[src/hdl/cda_pkg.sv]
package cda_pkg;

	// operation codes
	localparam logic [2:0] MODE_SET    = 3'd0;
	localparam logic [2:0] MODE_DAYS   = 3'd1;
	localparam logic [2:0] MODE_MONTHS = 3'd2;
	localparam logic [2:0] MODE_YEARS  = 3'd3;
	localparam logic [2:0] MODE_CHECK  = 3'd4;

	// calendar limits
	localparam logic [11:0] YEAR_MIN      = 12'd1500;
	localparam logic [11:0] YEAR_MAX      = 12'd3000;
	localparam logic [11:0] YEAR_TOP      = 12'd4095;
	localparam logic [3:0]  MONTH_FIRST   = 4'd1;
	localparam logic [3:0]  MONTH_LAST    = 4'd12;
	localparam logic [3:0]  MONTH_FEB     = 4'd2;
	localparam logic [4:0]  FEB_LEAP_DAYS = 5'd29;

	// reset date
	localparam logic [4:0]  RST_DAY   = 5'd27;
	localparam logic [3:0]  RST_MONTH = 4'd9;
	localparam logic [11:0] RST_YEAR  = 12'd2006;

	// x / 12 as (x * MONTH_RECIP) >> MONTH_SHIFT, exact for x below 4107
	localparam logic [12:0] MONTH_RECIP = 13'd5462;
	localparam int          MONTH_SHIFT = 16;

	localparam logic [4:0] MONTH_LEN [0:12] = '{
		5'd0, 5'd31, 5'd28, 5'd31, 5'd30, 5'd31, 5'd30,
		5'd31, 5'd31, 5'd30, 5'd31, 5'd30, 5'd31
	};

	typedef struct packed {
		logic [2:0]  mode;
		logic [4:0]  day_in;
		logic [3:0]  month_in;
		logic [11:0] year_in;
		logic [11:0] amount;
	} cmd_t;

	typedef struct packed {
		logic [4:0]  day_out;
		logic [3:0]  month_out;
		logic [11:0] year_out;
		logic        leap_year;
		logic        date_valid;
		logic        overflow;
	} res_t;

	// one month step of the shared unit
	typedef struct packed {
		logic [4:0]  len;
		logic        over;
		logic [12:0] rest;
		logic [3:0]  next_month;
		logic [11:0] next_year;
		logic        year_ovf;
	} step_t;

	// gregorian leap rule; divisibility by 25 via the inverse of 25 (41) mod 2^n
	function automatic logic is_leap(input logic [11:0] y);
		logic [9:0] p4;
		logic [7:0] p16;
		logic       div4;
		logic       div100;
		logic       div400;
		p4     = 10'(y[11:2] * 10'd41);
		p16    = 8'(y[11:4] * 8'd41);
		div4   = (y[1:0] == 2'd0);
		div100 = div4 && (p4 <= 10'd40);
		div400 = (y[3:0] == 4'd0) && (p16 <= 8'd10);
		return (div4 && !div100) || div400;
	endfunction

	// month length, zero for a month outside 1..12
	function automatic logic [4:0] days_in(input logic [3:0] m, input logic leap);
		logic [4:0] len;
		len = 5'd0;
		if (m >= MONTH_FIRST && m <= MONTH_LAST) begin
			if (m == MONTH_FEB && leap)
				len = FEB_LEAP_DAYS;
			else
				len = MONTH_LEN[m];
		end
		return len;
	endfunction

endpackage

[src/hdl/cda_month_step.sv]
module cda_month_step
	import cda_pkg::*;
(
	input  logic [12:0] total,
	input  logic [3:0]  month,
	input  logic [11:0] year,
	output step_t       step
);

	logic [4:0] len;
	logic       wrap;

	// month length and compare against the running day total
	assign len  = days_in(month, is_leap(year));
	assign wrap = (month == MONTH_LAST);

	always_comb begin
		step.len        = len;
		step.over       = total > {8'd0, len};
		step.rest       = total - {8'd0, len};
		step.next_month = wrap ? MONTH_FIRST : month + 4'd1;
		step.next_year  = wrap ? year + 12'd1 : year;
		step.year_ovf   = wrap && (year == YEAR_TOP);
	end

endmodule

[src/hdl/calendar_date_arithmetic.sv]
// Calendar date register: holds one gregorian date (reset value 27 Sep 2006)
// and applies set, add days, add months, add years and check operations.
// Command channel: cmd carries mode, day_in, month_in, year_in and amount; a
// transaction happens on a rising edge with cmd_valid high and cmd_stall low.
// Result channel: res carries the stored date after the operation, its leap
// flag, date_valid and overflow; a transaction happens with res_valid high
// and res_stall low. One result per command.
// One command is in work at a time; cmd_stall is high from acceptance until
// the result is loaded into the output register.
// After acceptance, set, check, add years and unused codes finish in the
// EXEC state; add months passes EXEC, where a multiply takes the quotient
// of the division by 12, then ST_MONR; add days passes EXEC, then ST_DAYS,
// where the month-step unit walks one month per cycle over each boundary.
// The next command may be accepted the cycle after the result is loaded,
// so commands do not overlap in the sequencer.
// A stalled result holds in the output register; the block may accept and
// work on one more command, which then waits to finish until the slot frees.
// Reset clears the sequencer and output valid and loads the reset date.
module calendar_date_arithmetic
	import cda_pkg::*;
(
	input  logic clk,
	input  logic arst_n,
	input  logic cmd_valid,
	output logic cmd_stall,
	input  cmd_t cmd,
	output logic res_valid,
	input  logic res_stall,
	output res_t res
);

	localparam logic [1:0] ST_IDLE = 2'd0;
	localparam logic [1:0] ST_EXEC = 2'd1;
	localparam logic [1:0] ST_DAYS = 2'd2;
	localparam logic [1:0] ST_MONR = 2'd3;

	logic [1:0]  st_q;
	cmd_t        cmd_q;
	logic [4:0]  cur_day_q;
	logic [3:0]  cur_month_q;
	logic [11:0] cur_year_q;
	logic [12:0] tot_q;
	logic [3:0]  wm_q;
	logic [11:0] wy_q;
	logic [8:0]  quo_q;
	logic        res_valid_q;
	res_t        res_q;

	logic        out_free;
	logic        fin;
	logic        done;
	logic [4:0]  nxt_day;
	logic [3:0]  nxt_month;
	logic [11:0] nxt_year;
	logic        nxt_valid;
	logic        nxt_ovf;
	logic        year_ok;
	logic        month_ok;
	logic        day_ok;
	logic [11:0] set_year;
	logic [3:0]  set_month;
	logic [12:0] u_total;
	logic [3:0]  u_month;
	logic [11:0] u_year;
	step_t       stp;
	logic [12:0] mon_total;
	logic [25:0] mon_prod;
	logic [12:0] quo_x12;
	logic [12:0] mon_rem;
	logic [12:0] mon_year;
	logic [12:0] add_year;

	assign cmd_stall = (st_q != ST_IDLE);
	assign res_valid = res_valid_q;
	assign res       = res_q;
	assign out_free  = !res_valid_q || !res_stall;
	assign done      = fin && out_free;

	// field checks for set and check
	assign year_ok   = (cmd_q.year_in inside {[YEAR_MIN:YEAR_MAX]});
	assign month_ok  = (cmd_q.month_in inside {[MONTH_FIRST:MONTH_LAST]});
	assign set_year  = year_ok ? cmd_q.year_in : cur_year_q;
	assign set_month = month_ok ? cmd_q.month_in : cur_month_q;

	// shared unit input select: day walk or day-fits-month test
	always_comb begin
		if (st_q == ST_DAYS) begin
			u_total = tot_q;
			u_month = wm_q;
			u_year  = wy_q;
		end else begin
			u_total = {8'd0, cmd_q.day_in};
			u_month = (cmd_q.mode == MODE_CHECK) ? cmd_q.month_in : set_month;
			u_year  = (cmd_q.mode == MODE_CHECK) ? cmd_q.year_in : set_year;
		end
	end

	cda_month_step u_step (
		.total (u_total),
		.month (u_month),
		.year  (u_year),
		.step  (stp)
	);

	assign day_ok = (cmd_q.day_in != 5'd0) && !stp.over;

	// add months: quotient by reciprocal multiply, remainder in the next cycle
	assign mon_total = {9'd0, cur_month_q - 4'd1} + {1'b0, cmd_q.amount};
	assign mon_prod  = 26'(mon_total) * 26'(MONTH_RECIP);
	assign quo_x12   = {1'b0, quo_q, 3'd0} + {2'b0, quo_q, 2'd0};
	assign mon_rem   = tot_q - quo_x12;
	assign mon_year  = {1'b0, cur_year_q} + {4'd0, quo_q};

	// add years
	assign add_year = {1'b0, cur_year_q} + {1'b0, cmd_q.amount};

	// result of the finishing cycle
	always_comb begin
		fin       = 1'b0;
		nxt_day   = cur_day_q;
		nxt_month = cur_month_q;
		nxt_year  = cur_year_q;
		nxt_valid = 1'b0;
		nxt_ovf   = 1'b0;
		case (st_q)
			ST_EXEC: begin
				case (cmd_q.mode)
					MODE_SET: begin
						fin       = 1'b1;
						nxt_year  = set_year;
						nxt_month = set_month;
						nxt_day   = day_ok ? cmd_q.day_in : cur_day_q;
						nxt_valid = year_ok && month_ok && day_ok;
					end
					MODE_DAYS, MODE_MONTHS: begin
						fin = 1'b0;
					end
					MODE_YEARS: begin
						fin = 1'b1;
						if (add_year[12])
							nxt_ovf = 1'b1;
						else
							nxt_year = add_year[11:0];
					end
					MODE_CHECK: begin
						fin       = 1'b1;
						nxt_valid = year_ok && month_ok && day_ok;
					end
					default: begin
						fin = 1'b1;
					end
				endcase
			end
			ST_DAYS: begin
				if (stp.over) begin
					if (stp.year_ovf) begin
						fin     = 1'b1;
						nxt_ovf = 1'b1;
					end
				end else begin
					fin       = 1'b1;
					nxt_day   = tot_q[4:0];
					nxt_month = wm_q;
					nxt_year  = wy_q;
				end
			end
			ST_MONR: begin
				fin = 1'b1;
				if (mon_year[12]) begin
					nxt_ovf = 1'b1;
				end else begin
					nxt_month = mon_rem[3:0] + 4'd1;
					nxt_year  = mon_year[11:0];
				end
			end
			default: begin
				fin = 1'b0;
			end
		endcase
	end

	// sequencer
	always_ff @(posedge clk or negedge arst_n) begin
		if (!arst_n) begin
			st_q <= ST_IDLE;
		end else begin
			case (st_q)
				ST_IDLE: begin
					if (cmd_valid)
						st_q <= ST_EXEC;
				end
				ST_EXEC: begin
					if (cmd_q.mode == MODE_DAYS)
						st_q <= ST_DAYS;
					else if (cmd_q.mode == MODE_MONTHS)
						st_q <= ST_MONR;
					else if (done)
						st_q <= ST_IDLE;
				end
				ST_DAYS, ST_MONR: begin
					if (done)
						st_q <= ST_IDLE;
				end
				default: begin
					st_q <= ST_IDLE;
				end
			endcase
		end
	end

	// command capture and working registers
	always_ff @(posedge clk) begin
		if (st_q == ST_IDLE && cmd_valid)
			cmd_q <= cmd;
		if (st_q == ST_EXEC && cmd_q.mode == MODE_DAYS) begin
			tot_q <= {8'd0, cur_day_q} + {1'b0, cmd_q.amount};
			wm_q  <= cur_month_q;
			wy_q  <= cur_year_q;
		end else if (st_q == ST_EXEC && cmd_q.mode == MODE_MONTHS) begin
			tot_q <= mon_total;
			quo_q <= mon_prod[MONTH_SHIFT +: 9];
		end else if (st_q == ST_DAYS && stp.over && !stp.year_ovf) begin
			tot_q <= stp.rest;
			wm_q  <= stp.next_month;
			wy_q  <= stp.next_year;
		end
	end

	// stored date
	always_ff @(posedge clk or negedge arst_n) begin
		if (!arst_n) begin
			cur_day_q   <= RST_DAY;
			cur_month_q <= RST_MONTH;
			cur_year_q  <= RST_YEAR;
		end else if (done) begin
			cur_day_q   <= nxt_day;
			cur_month_q <= nxt_month;
			cur_year_q  <= nxt_year;
		end
	end

	// output register
	always_ff @(posedge clk or negedge arst_n) begin
		if (!arst_n) begin
			res_valid_q <= 1'b0;
		end else if (done) begin
			res_valid_q <= 1'b1;
		end else if (!res_stall) begin
			res_valid_q <= 1'b0;
		end
	end

	always_ff @(posedge clk) begin
		if (done) begin
			res_q.day_out    <= nxt_day;
			res_q.month_out  <= nxt_month;
			res_q.year_out   <= nxt_year;
			res_q.leap_year  <= is_leap(nxt_year);
			res_q.date_valid <= nxt_valid;
			res_q.overflow   <= nxt_ovf;
		end
	end

endmodule

[config.mk]
export PLATFORM = sky130hd
export DESIGN_NAME = calendar_date_arithmetic
export DESIGN_NICKNAME = d
export VERILOG_FILES = /design/src/hdl/cda_pkg.sv /design/src/hdl/cda_month_step.sv /design/src/hdl/calendar_date_arithmetic.sv
export SDC_FILE = /design/constraint.sdc
export NUM_CORES = 1
export LEC_CHECK = 0
export BUFFER_PORTS_ARGS = -buffer_cell sky130_fd_sc_hd__buf_4
export CORE_ASPECT_RATIO = 0.7
export CORE_MARGIN = 2
export CORE_UTILIZATION = 58
export DETAILED_ROUTE_END_ITERATION = 10
export HOLD_SLACK_MARGIN = 0.08
export PLACE_DENSITY = 0.79
export SLEW_MARGIN = 20
export SYNTH_ARGS = -nofsm -noshare
export SYNTH_HDL_FRONTEND = slang
export SYNTH_SLANG_ARGS = --single-unit
export TNS_END_PERCENT = 1
[constraint.sdc]
create_clock -name clk -period 9.2 [get_ports clk]
set_input_delay 0.92 -clock clk [delete_from_list [all_inputs] [get_ports clk]]
set_output_delay 0.92 -clock clk [all_outputs]
set_load 0.005 [all_outputs]
==> impl_metrics.tcl <==
set metrics [dict create \
    clkLatencyLatePin_ns 0.44 \
    worst_path_max_delay_cell "fa_1" \
    ys_ff_latch 122 \
    tritoncts "yes" \
    grt_overflow 0 \
    synthesis.nets 1617 \
    routed_via_density 6.486 \
    drive_gt1_share_pct 23.19 \
    crit_top_cell "buf_4" \
    drt_drc_violations_left 0 \
    path_clk_slew_ns 0.06 \
    slew_headroom_pct 33.66 \
    rsz0062_at_grt "yes" \
    grt_use_total_pct 34.81 \
    startpoint_type "flop" \
    ys.warnings.count 0 \
    port_buffers 65 \
    critPathMaxStageDelay_ns 0.57 \
    synthArstFlopShare_pct 19.67 \
    first_global_vias 11170 \
    rows 45 \
    vias 11760 \
    max_freq_mhz 105.6 \
    place.gp.congestion 1.012 \
    n_antenna_cell 0 \
    area_delta_synth_final_pct 21.63 \
    drt_iter0_drc 1524 \
    hold_viol 0 \
    busiest_layer "met2" \
    slew_violations 0 \
    violations "negative setup slack" \
    htreeDepth 4 \
    die_h_um 128.1 \
    ctsHoldBuffers 0 \
    crit_buf_inv 7 \
    worst_slew_pin_slew_ns 0.9950 \
    ctsLongestPathBuffers 2 \
    synth_top_area_share_pct 23.06 \
    cp_max_fo 7 \
    maxCapViolations 0 \
    synth_top_flop_cell "edfxtp_1" \
    groute.layer.met2.usage_pct 52.29 \
    grt_max_degree 41 \
    netlist_instances 1343 \
    fin_crit_sh_pct 102.9 \
    cp_top_family "adder cells" \
    dr.pass1.iters 5 \
    worst_clock_skew_ns 0.006123 \
    wl_per_cell_um 22.45 \
    nets 1792 \
    synthTopCellsByArea "edfxtp_1 (23%), ha_1 (17%), fa_1 (9.3%), inv_1 (4.3%), xnor2_1 (3.6%)" \
    synthTopCellsByCount "ha_1 (175), inv_1 (146), nand2_1 (108)" \
    setup_viol_count_final 1 \
    min_path_type "in2async" \
    cts_root_buf "clkbuf_16" \
    path_class "reg2reg" \
    worstSetupEndpoint "res[2]$_DFFE_PP_" \
    rr_worst_depth 41 \
    wl_um 40690 \
    antenna_found_initial 0 \
    syn-cell-area_sq_mm 0.01276 \
    die_x_um 181.3 \
    post-synth-top-count-cell "ha_1" \
    coreArea_sq_mm 0.02162 \
    worst_ep_arrival_time_ns 9.62 \
    dieArea_sq_mm 0.02322 \
    worst_slack_ns -0.2679 \
    cp-startpoint "cmd_q[15]$_DFFE_PP_" \
    worstReg2RegEnd "res[2]$_DFFE_PP_" \
    worstReg2RegStart "cmd_q[15]$_DFFE_PP_" \
    grt_pass1_wl_um 61520 \
    cts_made_buffers 17 \
    finalCriticalPeriod_ns 9.468 \
    outcome "finished, violations left" \
    dpl.cell_count 1752 \
    num_io_pins 66 \
    ant_nets 0 \
    layout.cells.non_filler 1813 \
    critPathRequiredTime_ns 9.35 \
    grt_use_met1_pct 48.39 \
    multi_input_area_sq_mm 0.008944 \
    seqCellArea_sq_mm 0.003561 \
    crit_cells 41 \
    grtUsageMet3_pct 10.71 \
    clkSinkCount 122 \
    initial_core_util_pct 59.02 \
    synth_area_per_cell_sq_um 9.502 \
    cp-end-kind "flop" \
    yosysSeqAreaShare_pct 27.90 \
    r2r_setup_slack_ns -0.27 \
    setup-tns-final_ns -0.2679 \
    synth_edf_count 98 \
    synth.distinct_cells 98 \
    nFillCells 1559 \
    synth_top_cell_by_area "edfxtp_1" \
    dp_hpwl_um 30200 \
]
-- cells in the final DEF, fill, tap and decap left out, types with 6 or more instances in the layout --
| cell | instances |
|---|---|
| dfstp_2 | 14 |
| o21ai_1 | 6 |
| nor3_1 | 17 |
| nand4_1 | 13 |
| mux2_2 | 6 |
| a31oi_1 | 11 |
| mux2i_1 | 7 |
| a221o_1 | 11 |
| inv_1 | 140 |
| clkbuf_16 | 18 |
| a21oi_1 | 66 |
| o21ai_0 | 63 |
| and3_1 | 7 |
| a21o_1 | 16 |
| dfrtp_1 | 10 |
| nor2b_1 | 7 |
| buf_6 | 6 |
| a22o_1 | 8 |
| nand2b_1 | 8 |
| nor2_1 | 99 |
| o31ai_1 | 7 |
| o211ai_1 | 14 |
| mux2_1 | 10 |
| o221ai_1 | 9 |
| ha_4 | 16 |
| nand2_1 | 105 |
| or3_1 | 6 |
| edfxtp_1 | 98 |
| xor2_1 | 24 |
| buf_4 | 198 |
| xnor2_1 | 51 |
| ha_1 | 155 |
| inv_2 | 6 |
| a211oi_1 | 14 |
| o21a_1 | 16 |
| o22ai_1 | 7 |
| fa_1 | 57 |
| nand3_1 | 32 |
| a32oi_1 | 8 |
| a22oi_1 | 12 |
-- logic make-up after synthesis --
group,Yosys count,synth area share [%]
xor+xnor,79,5.422
buf+inv,196,6.108
mux,23,1.961
fa+ha+maj,234,26.41
flops,122,27.90
compound gates,337,18.66
simple gates,352,13.53
-- routing by layer --
layer,up-vias,routed length [um]
met2,840,17470
met1,5594,16830
met4,0,1156
li1,5203,-
met3,122,5238
met5,-,0
-- per-stage QoR --
step	setup WS, ns	utilization (%)	instance area [sq um]	hold slack (ns)
floorplan	0.001896	-	12800	0.4840
global placement	-0.1500	65.79	14220	0.5655
detailed placement	-0.3974	65.79	14220	0.5748
CTS	0.0008011	69.83	15100	0.3981
global route	-0.5884	71.79	15520	0.4062
finish	-0.2679	71.79	15520	0.4030
-- worst reg2reg max path, delay by kind of cell, from the launching register on --
kind,cells,cell delay (ns)
XOR/XNOR,2,0.28
adder cells (fa/ha/maj),8,2.91
flip-flops,1,0.46
buffers and inverters,7,0.90
AO/OA/AOI/OAI,11,2.46
AND/OR/NAND/NOR,13,2.17
-- state kept, by name (all words and copies together) (netlist names) --
| register | flops |
|---|---|
| cmd_q | 36 |
| res | 24 |
| tot_q | 13 |
| cur_year_q | 12 |
| wy_q | 12 |
| quo_q | 9 |
| cur_day_q | 5 |
| cur_month_q | 4 |
| wm_q | 4 |
| st_q | 2 |
| res_valid | 1 |
-- how the worst min path moves through the flow --
stage,start,endpoint,slack [ns],depth (start not counted)
after floorplan,cur_year_q[4]$_DFFE_PN1P_,cur_year_q[4]$_DFFE_PN1P_,0.48,2
after detailed placement,cur_month_q[3]$_DFFE_PN1P_,cur_month_q[3]$_DFFE_PN1P_,0.57,2
final,arst_n,cur_month_q[1]$_DFFE_PN0P_,0.40,1
after CTS,arst_n,cur_month_q[1]$_DFFE_PN0P_,0.40,1
after global routing,arst_n,cur_month_q[1]$_DFFE_PN0P_,0.41,1
after global placement,cur_month_q[3]$_DFFE_PN1P_,cur_month_q[3]$_DFFE_PN1P_,0.57,2
-- final cells by class --
class                      instances  area share, %
timing repair buffer             204          10.01
tap                              282          2.273
inverter                         148          3.595
clock inverter                    10         0.4272
sequential                       122          22.94
multi-input combinational       1025          57.62
clock buffer                      22          3.128
-- timing repair --
| action | CTS | global route |
|---|---|---|
| resized for setup | 45 | 44 |
| pin swaps | 58 | 48 |
| setup endpoints to repair | 1 | 1 |
| buffers inserted | 15 | 17 |
Power is not shown: default switching activity piles up to over one toggle a cycle in this logic, so the estimate is an artifact.
